**config.mk**
```make
export PLATFORM = sky130hd
export DESIGN_NAME = spf_ram
export DESIGN_NICKNAME = d
export VERILOG_FILES = /design/src/hdl/spf_ram.sv
export SDC_FILE = /design/constraint.sdc
export NUM_CORES = 1
export LEC_CHECK = 0
export BUFFER_PORTS_ARGS = -buffer_cell sky130_fd_sc_hd__buf_2
export CAP_MARGIN = 5
export CORE_MARGIN = 1.5
export CORE_UTILIZATION = 50
export CTS_CLUSTER_SIZE = 8
export DETAILED_ROUTE_END_ITERATION = 7
export GPL_TIMING_DRIVEN = 0
export PLACE_DENSITY = 0.68
export SYNTH_ARGS = -nofsm -noshare
export SYNTH_HDL_FRONTEND = slang
export SYNTH_SLANG_ARGS = --single-unit
```
**constraint.sdc**
```tcl
create_clock -name clk_i -period 2.2 [get_ports clk_i]
set_input_delay 0.33 -clock clk_i [delete_from_list [all_inputs] [get_ports clk_i]]
set_output_delay 0.33 -clock clk_i [all_outputs]
set_load 0.02 [all_outputs]
```
**src/hdl/spf_ram.sv**
```systemverilog
// Generic single-port-write, single-port-read RAM with registered read data.
module spf_ram #(
  parameter int unsigned WIDTH = 16,
  parameter int unsigned DEPTH = 32
) (
  input  logic                     clk_i,
  input  logic                     we_i,
  input  logic [$clog2(DEPTH)-1:0] waddr_i,
  input  logic [WIDTH-1:0]         wdata_i,
  input  logic [$clog2(DEPTH)-1:0] raddr_i,
  output logic [WIDTH-1:0]         rdata_o
);

  logic [WIDTH-1:0] mem_q [DEPTH];

  always_ff @(posedge clk_i) begin
    if (we_i) begin
      mem_q[waddr_i] <= wdata_i;
    end
    rdata_o <= mem_q[raddr_i];
  end

endmodule

```
# Yosys cells after proc, flatten, opt, wreduce, memory -nomap -nowiden
# Memory sizes are Yosys's and may differ from the RTL's. A register that Yosys moved wholly into a read port is not among the register bits.
# Index checks and enable logic that the tools add are counted.
dict set report classes {
  muxes 2
}
# operator count
set ops {}
lappend ops {{two-way mux 1 bit} 2}
dict set report totals {
  n_memories 1
  regBits 0
  inputBits 28
  mem_bits_rw 512
  word_cells 3
  out_inout_bits 16
}
# name depth width rd rd_ports_with_merged_regs wr line
set mem_list {}
lappend mem_list {mem_q 32 16 1 1 1 14} ;# logic [WIDTH-1:0] mem_q [DEPTH];

# Depth between registers and ports, before layout
# Gate-level depths: netlist of the first run.
dict set report logic_depth {
  depth_word 2
  mapped_depth 8
  ltp_nobuf 5
}

# Worst setup path before layout of the first run
# Ideal clock, no wire load.
dict set report synth_timing {
  path_type {input to register}
  from {input port waddr_i[1]}
  to {memory mem_q[12][0], enable pin}
  required_time_ns 1.812
  slack_ns 0.130
  setup_time_ns 0.388
  t_arrival_ns 1.682
  path_buffers 1
  path_stages 3
  cell_sequence {or3b_2 > clkbuf_1 > nor2_1}
}
# element line
set synth_rtl {}
lappend synth_rtl {{start, declared} 8} ;# input logic [$clog2(DEPTH)-1:0] waddr_i,
lappend synth_rtl {{end, declared} 14}
# Straight into the memory's write port.

# Worst setup path in the final report of the first run
dict set report layout_timing {
  from {input port waddr_i[1]}
  to {memory mem_q[20][8], enable pin}
}
# Straight into the memory's write port.

==> run summary, run 1 <==
Area grow syn2layout: 15.4%
DR top layer: met4
XOR/XNOR Fraction of Synth Area: 0
Synth unique cells: 26
Ys Warns: 0
All-Layer GR Usage: 0.231
Placed cells: 1,733
IO buf count: 40
CTS sink cnt: 528
CTS Hold Bufs: 0
CP arrival: 2310 ps
Layout cells sized above 1: 0.165
Met3 Routed Length: 3680 um
Clock Path Buffers: 3
Setup crit start kind: input port
Final Routed Wirelength: 47,500 um
Drt pass-1 iters: 5
Syn_area_per_cell: 18.0 um2
FP Rows: 74
Cells after synthesis: 1,143
Post-Place Worst Slack: -547 ps
Final Instance Area: 23,700 um2
Area of the mapped netlist: 20,500 um2
Reg-to-Reg End: rdata_o[5]
Required time of the critical path: 2490 ps
Seq cells post-synth: 528
Yosys top cell by area: edfxtp_1
DR WL/cell: 25.9 um
Hold Path Stages: 3
RSZ-0062 raised after global routing: false
TritonCTS clock tree: built
Post-synthesis mux area share: 0.125
LEAKAGE: 0.00840 uW
Final ANT Viol Nets: 0
Reg2reg setup slack: 640 ps
Global-route wire length before repair: 69,300 um
Hold Startpoint: raddr_i[3]
Largest cells by area after synthesis: edfxtp_1, mux2i_1, a22oi_1, dfxtp_1, a22o_1
Status: finished clean
Initial DRC count: 1,140
CTS-repair resized insts: 0
Core area: 40,600 um2
DR vias/cell: 5.92
Setup Viol. Count Final: 0
Via count: 10,900
Starting density of the core: 0.505
Seq/Total Area, Yosys: 0.764
Critical path type: in -> reg
Post-Synth Simple-Gate Area: 0.0349
H-tree depth: 3
Largest net degree at the start of global routing: 33
Compound-Gate Fraction of Synth Area: 0.0497
Most frequent cells after synthesis: edfxtp_1, mux2i_1, a22oi_1
Top FF cell, synth: edfxtp_1
CTS root buf: clkbuf_16
CP Max Fanout: 9
Fill count: 3,041
Worst-Skew Late Latency: 590 ps
Die footprint: 42,300 um2
Worst Skew: 13.1 ps
Number of synthesized flops with an enable pin: 512
Fin crit period: 2020 ps
Slew Viols, Final: 0
Met2 wire len: 21,800 um
Crit path capture type: register
Vias in the first global route: 10,900
Final Non-Filler Cells: 1,833
Worst setup startpoint: waddr_i[1]
Reg2Reg Launch Point: mem_q[1][5]
Count leader, synth: edfxtp_1
Nets: 1,310
Share of the synthesized area in the top cell type: 0.749
Die X: 206 um
Final Cycle Share: 0.920
Postcts setup bufs: 0
Dpl hpwl: 30,200 um
Hold Path Sink: rdata_o[15]
Top-Level Pins: 44
Post-DP Area: 21,600 um2
Overflow after GRT: 0
VDD IR max: 0.651 mV
Pwr Density: 956 nW/um2
Final worst-path setup slack: 175 ps
Worst Max-Slew Pin Slew: 956 ps
Initial antenna violation count: 0
Main combinational cell family by area after synthesis: multiplexers
Met1 Routed Length: 20,300 um
HP Class: in -> reg
FFs w/ async S/R, synth: 0
Normalized max-slew margin: 0.362
Synth Net Count: 1,171
Gpl congestion: 0.864
Area of the multi-input gates: 4330 um2
# DRC: 0
FF/Latch Area: 15,700 um2
Chip height: 206 um
Hold Fails Final Rpt: 0
Max-cap violation count: 0
Reg clk slew, reported paths: 40 ps
Worst hold slack: 197 ps
F_max: 494 MHz
Synth Area in Adders: 0
Worst-case reg-to-reg path depth: 5
Inserted Clock Buffers: 75
-- through the flow --
stage	setup TNS [ps]	utilization	power (uW)
2_1_floorplan	0	-	12100
3_3_place_gp	-205610	0.527	12600
3_5_place_dp	-65940	0.531	12700
4_1_cts	0	0.582	22800
5_1_grt	0	0.583	23300
6_report	0	0.583	22700
-- critical path, cell delays in order --
cell,delay (ps)
buf_2,120
or3b_2,450
clkbuf_1,340
nor2_1,800
buf_6,250
-- how the worst max path moves through the flow --
| stage | end | slack (ps) |
|---|---|---|
| floorplan | mem_q[12][0] | 130 |
| global placement | mem_q[0][5] | -650 |
| detailed placement | mem_q[8][10] | -550 |
| CTS | mem_q[8][11] | 80 |
| global route | mem_q[20][8] | 110 |
| finish | mem_q[20][8] | 180 |
-- cell usage in the layout, fill, tap and decap left out --
cell | synthesis | routed
edfxtp_1 | 512 | 512
mux2i_1 | 256 | 256
clkbuf_16 | 0 | 76
a22oi_1 | 64 | 64
buf_2 | 19 | 59
nand3_1 | 34 | 34
nand2_1 | 33 | 33
a21oi_1 | 32 | 32
a22o_1 | 32 | 32
buf_4 | 19 | 31
clkbuf_1 | 12 | 25
nor2_1 | 33 | 22
nor3_1 | 16 | 16
a31oi_1 | 16 | 16
nand4_1 | 16 | 16
dfxtp_1 | 16 | 16
buf_6 | 6 | 15
nor2_2 | 0 | 11
buf_8 | 6 | 7
buf_12 | 5 | 5
nand3b_1 | 5 | 5
or3b_2 | 3 | 3
nor2b_1 | 2 | 2
nand2b_1 | 2 | 2
inv_16 | 0 | 2
clkinv_8 | 0 | 2
diode_2 | 0 | 1
nor2_4 | 1 | 1
and2_1 | 1 | 1
or2_1 | 1 | 1
or3_1 | 1 | 1
clkinv_16 | 0 | 1
inv_6 | 0 | 1
-- cell type report --
| type | count | share of cell area |
|---|---|---|
| diodes | 1 | 0.000106 |
| plain buffers | 67 | 0.0228 |
| clock buffers | 89 | 0.0823 |
| clock inverters | 6 | 0.00470 |
| multi-input cells | 548 | 0.183 |
| flip-flops and latches | 528 | 0.662 |
| well taps | 532 | 0.0281 |
| repair buffers | 62 | 0.0172 |
-- layer usage --
layer,vias up,track usage
li1,4827,-
met1,5487,0.325
met2,444,0.355
met3,100,0.0472
met4,0,0.0941
met5,-,0
-- flip-flops by register name, summed over array words and instances (netlist names) --
name / cells
rdata_o: 16
mem_q: 512
-- power by group --
part           switching, uW  internal [uW]
clock network           3970           6200
logic                    842            393
registers               36.1          11200
total                   4850          17800
-- kinds of logic after synthesis --
group / Yosys count
AOI/OAI and AO/OA: 144
and+or+nand+nor: 148
DFF: 528
muxes: 256
buffers and inverters: 67
Note: power is estimated with default switching activity, not from simulation.
==> run 2, diff against run 1 <==
- ABC_AREA: default -> 1
==> run summary, run 2 <==
Final Routed Wirelength: 60,400 um
Dpl hpwl: 39,100 um
Ant. Diodes: 0
Postcts setup bufs: 0
F_max: 562 MHz
DR vias/cell: 5.77
Clock Path Buffers: 3
LEAKAGE: 0.00923 uW
Post-DP Area: 22,600 um2
DR WL/cell: 24.1 um
Critical-path top delay cell: nor2_1
Placed cells: 2,397
FFs w/ async S/R, synth: 0
Worst Max-Slew Pin Slew: 1060 ps
Global-route wire length before repair: 88,100 um
Seq/Total Area, Yosys: 0.737
Overflow after GRT: 0
Worst-Skew Late Latency: 580 ps
Hold Fails Final Rpt: 0
TritonCTS clock tree: built
Largest registers: mem_q (512), rdata_o (16)
CP arrival: 2060 ps
IO buf count: 40
Required time of the critical path: 2480 ps
Met1 Routed Length: 23,700 um
Inserted Clock Buffers: 75
Ys Warns: 0
Chip height: 209 um
Critical path cell sequence: buf_2 > inv_1 > nand3_1 > nor2_1 > buf_6
Vias in the first global route: 13,900
Worst hold slack: 162 ps
Number of synthesized flops with an enable pin: 512
HP Class: in -> reg
Layout cells sized above 1: 0.133
Top FF cell, synth: edfxtp_1
Worst Skew: 20.7 ps
CTS sink cnt: 528
Crit path capture type: register
Drt pass-1 iters: 6
Final Non-Filler Cells: 2,506
CP Max Fanout: 9
CTS Hold Bufs: 0
Largest net degree at the start of global routing: 33
H-tree depth: 3
Biggest register: mem_q
Via count: 14,500
VDD IR max: 0.478 mV
Fin crit period: 1780 ps
Synth Net Count: 1,822
Starting density of the core: 0.508
CP Buf/Inv Count: 3
Kind of cell adding the most delay to the critical path: simple AND/OR/NAND/NOR gates
Critical path type: in -> reg
Largest cells by area after synthesis: edfxtp_1, nand2_1, nand3_1, dfxtp_1, buf_6
Met2 wire len: 27,200 um
Initial DRC count: 1,794
Top-Level Pins: 44
# DRC: 0
Count leader, synth: nand2_1
RSZ-0062 raised after global routing: false
Met3 Routed Length: 7020 um
Final setup TNS: 0 ps
All-Layer GR Usage: 0.281
Gpl congestion: 0.961
Pwr Density: 939 nW/um2
Core area: 41,900 um2
Initial antenna violation count: 0
Setup crit start kind: input port
Seq cells post-synth: 528
Final ANT Viol Nets: 0
Cells after synthesis: 1,794
Power, Total: 23,200 uW
Setup Viol. Count Final: 0
Yosys top cell by area: edfxtp_1
Area grow syn2layout: 15.9%
Status: finished clean
Die footprint: 43,900 um2
CTS-repair resized insts: 0
Reg clk slew, reported paths: 50 ps
Area of the mapped netlist: 21,300 um2
Share of the synthesized area in the top cell type: 0.722
Syn_area_per_cell: 11.9 um2
Final Cycle Share: 0.809
Delay of the slowest critical-path stage: 850 ps
Most frequent cells in the layout: nand2_1, edfxtp_1, nand3_1
Max reg flops: 512
DR top layer: met4
Normalized max-slew margin: 0.295
Final Instance Area: 24,700 um2
Synth unique cells: 15
Die X: 209 um
Most common cell after layout, fill and taps aside: nand2_1
FP Rows: 75
Nets: 1,963
Max-cap violation count: 0
CTS root buf: clkbuf_16
Most frequent cells after synthesis: nand2_1, edfxtp_1, nand3_1
Slew Viols, Final: 0
==> run 2: cell count changes after synthesis, moves of 32 or more <==
cell / change
nand2_1: +687
a22o_1: -32
a21oi_1: -32
a22oi_1: -64
nand3_1: +362
mux2i_1: -256
==> run 2: through the flow <==
| step | setup WS (ps) | utilization |
|---|---|---|
| after global placement | -549 | 0.529 |
| after global routing | 276 | 0.588 |
| final | 420 | 0.588 |
| after CTS | 439 | 0.588 |
| after detailed placement | -156 | 0.538 |
| after floorplan | 487 | - |
==> run 2: tightest hold or removal path, stage by stage <==
cell and delay [ps]:
clkbuf_1 190, nand2_1 110, nand2_1 50
==> run 2: cells by family after synthesis <==
family | share of synthesized area
flip-flops | 0.737
buffers and inverters | 0.0377
AND/OR/NAND/NOR | 0.226
==> run 2: path summary, 6_finish.rpt <==
path,startpoint,endpoint,slack (ps),depth (start not counted)
setup / recovery,waddr_i[1],mem_q[1][6],420,5
hold / removal,raddr_i[4],rdata_o[4],160,3
setup reg to reg,mem_q[21][11],rdata_o[11],840,8
hold reg to reg,mem_q[24][4],rdata_o[4],830,8
==> run 2: final cells by class <==
cell class / count / area (um2)
Multi-Input combinational cell: 1148 / 4870
Buffer: 108 / 759
Tap cell: 539 / 674
Inverter: 10 / 42.5
Fill cell: 3232 / 17300
Timing Repair Buffer: 64 / 542
Sequential cell: 528 / 15700
Clock inverter: 1 / 8.76
Clock buffer: 108 / 2090
==> run 2: where the power goes <==
part           internal, uW  switching (uW)
Clock                  6440            3930
Sequential            11200            33.6
Combinational           402            1170
==> run 2: layer usage <==
layer,track usage,vias to the layer above
met5,0,-
met4,0.127,0
met3,0.0655,144
met2,0.429,878
met1,0.386,6913
li1,-,6530
==> run 3, diff against run 2 <==
- clock period: 2.2 -> 1.45 ns (I/O delays scaled with it)
==> run summary, run 3 (synthesis results as in run 2) <==
Status: finished, violations left
Failing checks: negative setup slack
CP arrival: 1790 ps
Final worst-path setup slack: -145 ps
Postcts setup bufs: 0
Final setup TNS: -4930 ps
H-tree depth: 3
Final Instance Area: 24,800 um2
Setup Viol. Count Final: 61
CTS root buf: clkbuf_16
Post-DP Area: 22,700 um2
Final Routed Wirelength: 61,000 um
HP Class: in -> reg
Slew Viols, Final: 0
DR WL/cell: 24.3 um
Critical path type: in -> reg
Fin crit period: 1600 ps
Required time of the critical path: 1650 ps
LEAKAGE: 0.00929 uW
Reg2Reg Launch Point: mem_q[13][3]
Crit path capture type: register
Global-route wire length before repair: 89,500 um
Vias in the first global route: 14,000
Worst Max-Slew Pin Slew: 1030 ps
Reg-to-Reg End: rdata_o[3]
Ant. Diodes: 0
Worst-case reg-to-reg path depth: 8
Pwr Density: 1410 nW/um2
Final Util: 0.591
IO buf count: 40
Overflow after GRT: 0
CTS Hold Bufs: 0
Dpl hpwl: 38,700 um
Starting density of the core: 0.508
Final Non-Filler Cells: 2,511
FP Rows: 75
Die footprint: 43,900 um2
Final ANT Viol Nets: 0
Drt pass-1 iters: 7
# DRC: 0
Gpl congestion: 0.980
Hold Path Sink: rdata_o[4]
Worst-Skew Late Latency: 600 ps
Inserted Clock Buffers: 75
Die X: 209 um
Core area: 41,900 um2
Largest registers: mem_q (512), rdata_o (16)
Placed cells: 2,402
Most frequent cells in the layout: nand2_1, edfxtp_1, nand3_1
Hold Path Stages: 3
Layout cells sized above 1: 0.140
RSZ-0062 raised after global routing: true
Normalized max-slew margin: 0.314
VDD IR max: 0.803 mV
Biggest register: mem_q
Chip height: 209 um
Reg2reg setup slack: 110 ps
TritonCTS clock tree: built
Nets: 1,968
Max reg flops: 512
Hold Fails Final Rpt: 0
Worst Skew: 19.6 ps
All-Layer GR Usage: 0.284
Final Cycle Share: 1.10
CTS sink cnt: 528
Area grow syn2layout: 16.4%
Clock Path Buffers: 3
Initial DRC count: 2,120
Reg clk slew, reported paths: 50 ps
F_max: 627 MHz
DR vias/cell: 5.78
Top-Level Pins: 44
Initial antenna violation count: 0
Worst hold slack: 51.9 ps
Max-cap violation count: 0
CP Max Fanout: 16
Most common cell after layout, fill and taps aside: nand2_1
Setup crit start kind: input port
Hold Startpoint: raddr_i[4]
Largest net degree at the start of global routing: 33
Via count: 14,500
## run 3: cell count changes in the layout (fill, tap and decap cells not counted), moves of 4 or more
cell	previous run	this run
clkbuf_2	0	8
clkbuf_1	48	41
nor2_4	0	4
buf_8	20	25
buf_6	29	24
nor2_1	4	0
## run 3: through the flow
stage	total power, uW	setup WS (ps)
2_1_floorplan	18600	-150
3_3_place_gp	19600	-1190
3_5_place_dp	19700	-748
4_1_cts	35100	-156
5_1_grt	35900	-224
6_report	35100	-145
## run 3: what timing repair did
item,CTS,global route
endpoints found under the hold margin,0,0
setup endpoints to repair,84,78
resized for setup,4,20
## run 3: how the worst max path moves through the flow
stage          cells past startpoint  slack (ps)       start      endpoint
2_1_floorplan                      3        -150  waddr_i[0]   mem_q[0][0]
3_3_place_gp                       3       -1190        we_i   mem_q[7][6]
3_5_place_dp                       3        -750        we_i  mem_q[15][2]
4_1_cts                            3        -160        we_i  mem_q[15][2]
5_1_grt                            3        -220        we_i  mem_q[15][2]
6_report                           3        -150        we_i  mem_q[27][5]
## run 3: layer usage
metal,vias to the layer above,routed length [um],track usage
met5,-,0,0
met4,0,2400,0.131
met3,134,6450,0.0488
met2,879,28200,0.440
met1,6980,24000,0.396
li1,6524,-,-
## run 3: critical path, cell delays in order
cell,delay (ps)
buf_2,160
nand3_1,440
nor2_2,960
## run 3: where the power goes
part | internal, uW | total [uW] | switching (uW)
Clock | 9580 | 15600 | 6050
Combinational | 620 | 2390 | 1770
Sequential | 17000 | 17100 | 52.4
Total | 27200 | 35100 | 7860
## run 3: layout make-up
type | instances | area, um2
Buffer | 108 | 774
Clock buffer | 107 | 2040
Clock inverter | 2 | 17.5
Fill cell | 3260 | 17200
Inverter | 10 | 42.5
Multi-Input combinational cell | 1148 | 4900
Sequential cell | 528 | 15700
Tap cell | 539 | 674
Timing Repair Buffer | 69 | 638
